## src/sv/mpq_pkg.sv

```systemverilog
`timescale 1ns / 1ps
// ----------------------------------------------------------------------------
// mpq_pkg
// Shared types and codes for the min priority queue cell array.
// ----------------------------------------------------------------------------
package mpq_pkg;

    localparam int DEPTH_DEF = 8;

    localparam logic MODE_ENQ = 1'b0;
    localparam logic MODE_DEQ = 1'b1;

    localparam logic [1:0] ST_OK    = 2'd0;
    localparam logic [1:0] ST_FULL  = 2'd1;
    localparam logic [1:0] ST_EMPTY = 2'd2;

    typedef struct packed {
        logic               mode;
        logic signed [31:0] data_value;
        logic signed [31:0] priority_req;
    } mpq_in_t;

    typedef struct packed {
        logic signed [31:0] removed_data;
        logic signed [31:0] removed_priority;
        logic [1:0]         status;
        logic [3:0]         entries;
    } mpq_out_t;

    typedef struct packed {
        logic signed [31:0] data;
        logic signed [31:0] prio;
    } mpq_entry_t;

    typedef struct packed {
        logic enq;
        logic deq;
    } mpq_ctrl_t;

endpackage

```

## src/sv/mpq_cell.sv

```systemverilog
`timescale 1ns / 1ps
// ----------------------------------------------------------------------------
// mpq_cell
// One queue slot: holds an entry, forwards the running minimum token to the
// next cell and takes its right neighbor's entry when the gap closes.
// ----------------------------------------------------------------------------
module mpq_cell
    import mpq_pkg::*;
#(
    parameter int DEPTH = DEPTH_DEF,
    parameter int IDX   = 0,
    localparam int IDX_W = $clog2(DEPTH),
    localparam int CNT_W = $clog2(DEPTH + 1)
) (
    input  logic             aclk,
    input  logic             aresetn,
    input  mpq_ctrl_t        ctrl,
    input  logic [CNT_W-1:0] count,
    input  logic [IDX_W-1:0] best_idx,
    input  mpq_entry_t       enq_entry,
    input  mpq_entry_t       right_entry,
    input  logic             tin_v,
    input  mpq_entry_t       tin_entry,
    input  logic [IDX_W-1:0] tin_idx,
    output mpq_entry_t       own_entry,
    output logic             tout_v,
    output mpq_entry_t       tout_entry,
    output logic [IDX_W-1:0] tout_idx
);

    mpq_entry_t       entry_reg;
    logic             tok_v_reg;
    mpq_entry_t       tok_entry_reg;
    logic [IDX_W-1:0] tok_idx_reg;
    mpq_entry_t       tok_entry_next;
    logic [IDX_W-1:0] tok_idx_next;
    logic             own_valid;
    logic             take_own;

    assign own_valid = CNT_W'(IDX) < count;
    assign take_own  = own_valid &&
                       ((IDX == 0) || ($signed(entry_reg.prio) < $signed(tin_entry.prio)));

    always_comb begin
        if (take_own) begin
            tok_entry_next = entry_reg;
            tok_idx_next   = IDX_W'(IDX);
        end else begin
            tok_entry_next = tin_entry;
            tok_idx_next   = tin_idx;
        end
    end

    always_ff @(posedge aclk) begin
        if (!aresetn) begin
            tok_v_reg <= 1'b0;
        end else begin
            tok_v_reg <= tin_v;
        end
    end

    always_ff @(posedge aclk) begin
        tok_entry_reg <= tok_entry_next;
        tok_idx_reg   <= tok_idx_next;
        if (ctrl.enq && (count == CNT_W'(IDX))) begin
            entry_reg <= enq_entry;
        end else if (ctrl.deq && (IDX_W'(IDX) >= best_idx)) begin
            entry_reg <= right_entry;
        end
    end

    assign own_entry  = entry_reg;
    assign tout_v     = tok_v_reg;
    assign tout_entry = tok_entry_reg;
    assign tout_idx   = tok_idx_reg;

endmodule

```

## src/sv/min_priority_queue_array_core.sv

```systemverilog
`timescale 1ns / 1ps
// ----------------------------------------------------------------------------
// min_priority_queue_array_core
// Bounded min priority queue built as a chain of entry cells.
// ----------------------------------------------------------------------------
// Entries sit in insertion order, one per cell. An enqueue, and any request
// that reports full or empty, completes with its result appearing the cycle
// after acceptance. A dequeue on a non-empty queue holds the input off until
// its result is returned: a minimum token walks the cell chain one cell per
// clock, keeping the earliest entry on equal priorities, and when it leaves
// the last cell the winner is returned and the winner's cell and every later
// cell take their right neighbor's entry in the same clock. The entries field
// shows the count modulo 16.
module min_priority_queue_array_core
    import mpq_pkg::*;
#(
    parameter int DEPTH = DEPTH_DEF
) (
    input  logic     aclk,
    input  logic     aresetn,
    input  logic     s_valid,
    output logic     s_ready,
    input  mpq_in_t  s_payload,
    output logic     m_valid,
    input  logic     m_ready,
    output mpq_out_t m_payload
);

    localparam int IDX_W = $clog2(DEPTH);
    localparam int CNT_W = $clog2(DEPTH + 1);

    typedef enum logic {
        IDLE,
        SCAN
    } state_t;

    state_t           state_reg;
    logic [CNT_W-1:0] count_reg;
    logic             m_valid_reg;
    mpq_out_t         m_payload_reg;

    state_t           state_next;
    logic [CNT_W-1:0] count_next;
    logic             m_valid_next;
    mpq_out_t         m_payload_next;

    mpq_ctrl_t        ctrl;
    mpq_entry_t       enq_entry;
    logic             accept;
    logic             start;
    logic             done;
    logic [CNT_W-1:0] count_dec;
    logic [CNT_W-1:0] count_inc;

    mpq_entry_t       own_entry  [DEPTH];
    logic             tout_v     [DEPTH];
    mpq_entry_t       tout_entry [DEPTH];
    logic [IDX_W-1:0] tout_idx   [DEPTH];

    assign s_ready   = (state_reg == IDLE) && (!m_valid_reg || m_ready);
    assign accept    = s_valid && s_ready;
    assign count_dec = count_reg - CNT_W'(1);
    assign count_inc = count_reg + CNT_W'(1);
    assign start     = accept && (s_payload.mode == MODE_DEQ) && (count_reg != '0);
    assign done      = (state_reg == SCAN) && tout_v[DEPTH-1];

    assign ctrl.enq  = accept && (s_payload.mode == MODE_ENQ) &&
                       (count_reg < CNT_W'(DEPTH));
    assign ctrl.deq  = done;
    assign enq_entry.data = s_payload.data_value;
    assign enq_entry.prio = s_payload.priority_req;

    for (genvar k = 0; k < DEPTH; k++) begin : g_cell
        mpq_entry_t       right_in;
        logic             tin_v;
        mpq_entry_t       tin_entry;
        logic [IDX_W-1:0] tin_idx;

        if (k == 0) begin : g_head
            assign tin_v     = start;
            assign tin_entry = '0;
            assign tin_idx   = '0;
        end else begin : g_body
            assign tin_v     = tout_v[k-1];
            assign tin_entry = tout_entry[k-1];
            assign tin_idx   = tout_idx[k-1];
        end

        if (k == DEPTH - 1) begin : g_tail
            assign right_in = '0;
        end else begin : g_link
            assign right_in = own_entry[k+1];
        end

        mpq_cell #(
            .DEPTH (DEPTH),
            .IDX   (k)
        ) u_cell (
            .aclk        (aclk),
            .aresetn     (aresetn),
            .ctrl        (ctrl),
            .count       (count_reg),
            .best_idx    (tout_idx[DEPTH-1]),
            .enq_entry   (enq_entry),
            .right_entry (right_in),
            .tin_v       (tin_v),
            .tin_entry   (tin_entry),
            .tin_idx     (tin_idx),
            .own_entry   (own_entry[k]),
            .tout_v      (tout_v[k]),
            .tout_entry  (tout_entry[k]),
            .tout_idx    (tout_idx[k])
        );
    end

    always_comb begin
        state_next     = state_reg;
        count_next     = count_reg;
        m_valid_next   = m_valid_reg && !m_ready;
        m_payload_next = m_payload_reg;
        unique case (state_reg)
            IDLE: begin
                if (accept) begin
                    m_valid_next                    = 1'b1;
                    m_payload_next.removed_data     = '0;
                    m_payload_next.removed_priority = '0;
                    m_payload_next.status           = ST_OK;
                    m_payload_next.entries          = 4'(count_reg);
                    if (s_payload.mode == MODE_ENQ) begin
                        if (ctrl.enq) begin
                            count_next             = count_inc;
                            m_payload_next.entries = 4'(count_inc);
                        end else begin
                            m_payload_next.status = ST_FULL;
                        end
                    end else if (start) begin
                        m_valid_next = 1'b0;
                        state_next   = SCAN;
                    end else begin
                        m_payload_next.status = ST_EMPTY;
                    end
                end
            end
            SCAN: begin
                if (done) begin
                    state_next                      = IDLE;
                    count_next                      = count_dec;
                    m_valid_next                    = 1'b1;
                    m_payload_next.removed_data     = tout_entry[DEPTH-1].data;
                    m_payload_next.removed_priority = tout_entry[DEPTH-1].prio;
                    m_payload_next.status           = ST_OK;
                    m_payload_next.entries          = 4'(count_dec);
                end
            end
            default: begin
                state_next = IDLE;
            end
        endcase
    end

    always_ff @(posedge aclk) begin
        if (!aresetn) begin
            state_reg   <= IDLE;
            count_reg   <= '0;
            m_valid_reg <= 1'b0;
        end else begin
            state_reg     <= state_next;
            count_reg     <= count_next;
            m_valid_reg   <= m_valid_next;
            m_payload_reg <= m_payload_next;
        end
    end

    assign m_valid   = m_valid_reg;
    assign m_payload = m_payload_reg;

`ifndef NO_ASSERTIONS
    a_count_bound: assert property (@(posedge aclk) disable iff (!aresetn)
        count_reg <= CNT_W'(DEPTH))
        else $error("entry count above depth");

    a_scan_quiet: assert property (@(posedge aclk) disable iff (!aresetn)
        (state_reg == SCAN) |-> !m_valid_reg)
        else $error("result pending during search");

    a_start_scan: assert property (@(posedge aclk) disable iff (!aresetn)
        start |=> (state_reg == SCAN))
        else $error("dequeue did not start search");

    a_deq_count: assert property (@(posedge aclk) disable iff (!aresetn)
        done |=> (count_reg == $past(count_dec)) && m_valid_reg)
        else $error("dequeue did not remove one entry");
`endif

endmodule
```

## config.mk

```make
export PLATFORM = sky130hd
export DESIGN_NAME = min_priority_queue_array_core
export DESIGN_NICKNAME = d
export VERILOG_FILES = /design/src/sv/mpq_pkg.sv /design/src/sv/mpq_cell.sv /design/src/sv/min_priority_queue_array_core.sv
export SDC_FILE = /design/constraint.sdc
export NUM_CORES = 2
export LEC_CHECK = 0
export BUFFER_PORTS_ARGS = -buffer_cell sky130_fd_sc_hd__buf_4
export CAP_MARGIN = 10
export CORE_MARGIN = 2
export CORE_UTILIZATION = 46
export DETAILED_ROUTE_END_ITERATION = 12
export PLACE_DENSITY_LB_ADDON = 0.25
export SLEW_MARGIN = 10
export SYNTH_ARGS = -nofsm -noshare
export SYNTH_HDL_FRONTEND = slang
export SYNTH_HIERARCHICAL = 1
export SYNTH_SLANG_ARGS = --single-unit
```

## constraint.sdc

```tcl
create_clock -name aclk -period 7.5 [get_ports aclk]
set_input_delay 1.125 -clock aclk [delete_from_list [all_inputs] [get_ports aclk]]
set_output_delay 1.125 -clock aclk [all_outputs]
set_load 0.05 [all_outputs]
```

# Yosys cells after proc, flatten, opt, wreduce, memory -nomap -nowiden
# Index checks and enable logic that the tools add are counted.
# word_totals
regBits,1125
output_inout_bits,72
wordCells,182
# op_classes
add_sub_neg,2
n_lt_le_gt_ge,24
n_eq_ne,9
n_mux,45
n_bitwise,2
n_reduce_logical,46
# ops
op,count
two-way mux 64 bit,23
less-than comparator 32 bit,7
two-way mux 70 bit,2
one-hot mux 70 bit (2 select lines),1
logical AND 1 bit,31
"equality test 4 x 3 -> 1 bit, second input constant",4
"less-than comparator 3 x 4 -> 1 bit, first input constant",4
two-way mux 4 bit,4
nonzero test 2 bit,8
">= comparator 3 bit, first input constant",4
two-way mux 1 bit,10
"equality test 4 x 2 -> 1 bit, second input constant",2
"less-than comparator 1 x 4 -> 1 bit, first input constant",2
"less-than comparator 2 x 4 -> 1 bit, first input constant",2
one-hot mux 4 bit (2 select lines),1
">= comparator 1 x 3 -> 1 bit, first input constant",2
">= comparator 2 x 3 -> 1 bit, first input constant",2
"adder 4 x 1 -> 4 bit, second input constant",1
"equality test 4 x 1 -> 1 bit, second input constant",1
zero test 4 bit,1
"less-than comparator 4 bit, second input constant",1
two-way mux 2 bit,2
one-hot mux 1 bit (2 select lines),2
nonzero test 4 bit,1
8 further kinds,10

# Longest topological paths before layout
# depth
depth_word,10
depth_mapped,13

# Modules after synthesis
# Netlist, hierarchy kept.
# modules_own_cells
mod,instances,cells_per_inst,area_each_um2
mpq_cell at g_cell[7].u_cell,1,852,7978.9
mpq_cell at g_cell[6].u_cell,1,399,5763.0
mpq_cell at g_cell[4].u_cell,1,398,5756.8
mpq_cell at g_cell[2].u_cell,1,398,5669.2
mpq_cell at g_cell[5].u_cell,1,397,5664.2
mpq_cell at g_cell[1].u_cell,1,396,5657.9
mpq_cell at g_cell[3].u_cell,1,396,5637.9
mpq_cell at g_cell[0].u_cell,1,282,4855.9
min_priority_queue_array_core,1,201,3031.7

# Worst setup path before layout
# OpenSTA, ideal clock, no wires.
# synth_path
path_kind,flip-flop to flip-flop
start,reg state_reg
end,"reg g_cell[0].u_cell.entry_reg, in the netlist g_cell[0].u_cell/own_entry[0] (enable)"
setup_time_ps,661
arrival_time_ps,7214
setup_slack_ps,-375
stages_incl_launch_ff,6
n_path_buf,1
synth_period_minus_slack_ps,7875
cell_sequence,dfxtp_1 -> buf_6 -> nand2_1 -> inv_1 -> inv_1 -> o41ai_1
# synth_lines
item,line_no,source
"start, declared",min_priority_queue_array_core.sv:37,state_t state_reg;
"start signal, assigned",min_priority_queue_array_core.sv:167,state_reg <= state_next;
"end signal, assigned",mpq_cell.sv:66,entry_reg <= enq_entry;
"end signal, assigned",mpq_cell.sv:68,entry_reg <= right_entry;
"end, declared",mpq_cell.sv:31,mpq_entry_t entry_reg;

==> flow_summary_export.csv <==
group,metric,value,unit
worst_setup_path,worstSetupEndpointType,"flop",
clock_tree,cts_sinks,1132,
drt,drt_pre_antenna_iters,6,
layout,proportion_of_layout_cells_with_a_drive_suffix_above_1,0.282,
worst_setup_path,worst_path_max_delay_cell,"sky130_fd_sc_hd__buf_4",
die,design.die.area,0.111,mm^2
sta,fmaxAchievable,0.233,GHz
layout,layout.cells.most_common_list,"sky130_fd_sc_hd__mux2_2, sky130_fd_sc_hd__edfxtp_1, sky130_fd_sc_hd__dfxtp_1, sky130_fd_sc_hd__inv_1, sky130_fd_sc_hd__mux2_1",
global_routing,grt_start_max_net_pins,83,
power_and_ir_drop,share_of_total_power_in_the_clock_network,0.390,
worst_setup_path,critPathArrivalTime,4.86,ns
clock_tree,cts_buffer_depth,3,
layout,syn_to_final_growth,13.5,%
sta,rsz0062_at_grt,"false",
worst_setup_path,crit_path_max_incr_delay,0.88,ns
clock_tree,cts-root-buf,"sky130_fd_sc_hd__clkbuf_16",
global_routing,number_of_global_route_vias_before_repair,30000,
place,place_congestion,0.785,
sta,setup_viol,0,
worst_setup_path,critical_path.startpoint_type,"flop",
place,port_buffers,140,
clock_tree,cts_resized,0,
synthesis,synth_enable_flop_cells,582,
synthesis,synthesis.area_per_instance,13.4,um^2
layout,number_of_standard_cells_in_the_layout_taps_in_and_fillers_out,5468,
layout,layout.cells.most_common,"sky130_fd_sc_hd__mux2_2",
synthesis,synth-warning-count,6,
power_and_ir_drop,comb_power_share,0.122,
power_and_ir_drop,vdd_drop_max,0.000196,V
status,result_of_the_run,"finished, final reports clean",
global_routing,grt.total_usage,0.208,
synthesis,ys_seq_area_frac,0.570,
synthesis,mappedNetlistArea,0.0500,mm^2
hold_path,classification_of_the_worst_slack_hold_path,"reg -> reg",
synthesis,synth_cell_type_count,75,
clock_tree,cts_inserted_buffers,117,
sta,finalMaxSlewViolations,0,
clock_tree,path_clk_slew,0.06,ns
clock_tree,clock_insertion_delay_at_the_later_pin_of_the_skew_report,0.72,ns
place,hpwl,73500,um
die,floorplan.core_area,0.108,mm^2
clock_tree,htree_num_levels,3,
place,dpl.cell_count,5243,
die,initial_cell_density_of_the_core,0.465,
sta,worst-slew-pin-transition,1.22,ns
synthesis,postSynth.asyncResetShare,0,
die,floorplan.die.width,334,um
worst_setup_path,worst-endpoint-required,8.07,ns
sta,fin_tns_setup,0,ns
synthesis,synth_flop_cell,"sky130_fd_sc_hd__edfxtp_1",
run,max_cap_check_violation_count,0,
die,die_height,334,um
sta,final.min_clock_period,4.28,ns
drt,post-route-drc-count,0,
power_and_ir_drop,power_switching,3.77,mW
die,core.rowCount,120,
clock_tree,clock_tree_from_tritoncts,"built",
worst_setup_path,worst-setup-path-type,"reg -> reg",
worst_setup_path,timing.critical_path.fanout_max,54,
power_and_ir_drop,p_per_area,266,mW/mm^2
drt,vias,29800,
die,io_pins,141,
synthesis,cells_after_synthesis,3719,
sta,max_slew_margin,0.186,
drt,drt_iter0_markers,2111,
layout,nets,4247,
power_and_ir_drop,leakagePower,22.3,nW
drt,detail_route.wirelength,118000,um
sta,hold_viol,0,
clock_tree,cts_post_setup_buffers_inserted,0,
power_and_ir_drop,share_seq_of_total_power,0.488,
global_routing,grt_first_pass_wirelength,180000,um
power_and_ir_drop,swShare,0.249,
global_routing,antenna_found_initial,8,
power_and_ir_drop,power_report.internal_total,11.4,mW
sta,min_period_over_period,0.571,
clock_tree,cts_hold_buffers,0,
synthesis,ys_ff_latch,1132,
sta,final.setup_skew,0.0430,ns
worst_setup_path,worstPathCellList,"ha_1 -> nand4_1 -> o311a_1 -> o41ai_1 -> a21oi_1 -> mux2i_4 -> buf_4 -> mux2_2",
drt,ant_nets,0,
drt,vias_per_cell,5.45,
global_routing,grt_overflow_total,0,
drt,post_drt_wl_per_cell,21.5,um
worst max-delay path, delay by kind of cell, from the launching register on:
kind	cells	cell delay (ns)
AOI/OAI and AO/OA	3	1.41
muxes	2	0.94
buffers and inverters	1	0.88
DFF	1	0.41
adders and majority gates	1	0.35
and+or+nand+nor	1	0.10
final timing paths:
kind	slack, ns	end	start	depth (start not counted)
setup / recovery	3.22	g_cell[3].u_cell/tout_entry[63]	g_cell[3].u_cell/own_entry[7]	8
hold / removal	0.41	g_cell[4].u_cell/tout_idx[1]	g_cell[3].u_cell/tout_idx[1]	2
setup reg to reg	3.22	g_cell[3].u_cell/tout_entry[63]	g_cell[3].u_cell/own_entry[7]	8
hold reg to reg	0.41	g_cell[4].u_cell/tout_idx[1]	g_cell[3].u_cell/tout_idx[1]	2
metal layers:
layer | vias to the layer above | GRT usage | part of all wire
li1 | 14100 | - | -
met1 | 14900 | 0.293 | 0.46
met2 | 738 | 0.338 | 0.46
met3 | 149 | 0.0245 | 0.048
met4 | 0 | 0.0637 | 0.022
met5 | - | 0 | 0
logic make-up (layout without fill, tap and decap cells):
logic type	count (synthesis)	count (layout)	share of synthesized area
buffers and inverters	422	636	0.0374
other	1	133	0.0000750
DFF	1132	1132	0.570
xor gates and xnor gates	2	2	0.000350
muxes	970	970	0.222
AOI/OAI and AO/OA	421	421	0.0600
adders and majority gates	219	219	0.0548
and+or+nand+nor	552	552	0.0554
stage by stage:
step	hold slack, ns	util	power (mW)	setup slack (ns)	cell area [um^2]
2_1_floorplan	0.386	-	8.73	2.45	50500
3_3_place_gp	0.388	0.492	9.29	3.26	52900
3_5_place_dp	0.392	0.492	9.33	3.21	52900
4_1_cts	0.407	0.528	15.3	3.20	56800
5_1_grt	0.414	0.528	15.8	2.99	56800
6_report	0.407	0.528	15.1	3.22	56800
power groups by stage:
stage	Combinational [mW]	Clock, mW	Sequential (mW)
floorplan	1.28	0	7.44
global placement	1.77	0	7.52
detailed placement	1.82	0	7.51
CTS	1.84	6.03	7.39
global route	2.03	6.28	7.44
finish	1.84	5.90	7.39
final cells by class:
type	instances	area, um^2
fill	9104	50700
sequential	1132	28500
multi-input combinational	2295	20400
clock buffer	171	3340
tap	1403	1760
timing repair buffer	183	1370
inverter	230	863
clock inverter	52	587
antenna	2	5.00
cell usage after synthesis (64+ instances only):
library cell               count  area share
sky130_fd_sc_hd__dfxtp_1     550        0.22
sky130_fd_sc_hd__mux2_1      228       0.051
sky130_fd_sc_hd__ha_1        219       0.055
sky130_fd_sc_hd__clkbuf_1    114      0.0086
sky130_fd_sc_hd__mux2_2      678        0.15
sky130_fd_sc_hd__a22oi_1      64      0.0096
sky130_fd_sc_hd__nand2_1     215       0.016
sky130_fd_sc_hd__edfxtp_1    582        0.35
sky130_fd_sc_hd__a21oi_1      93      0.0093
sky130_fd_sc_hd__inv_1       229       0.017
sky130_fd_sc_hd__nor2_1       74      0.0056
sky130_fd_sc_hd__and2_1       83       0.010
No activity file was read; power rests on OpenSTA's default activity.
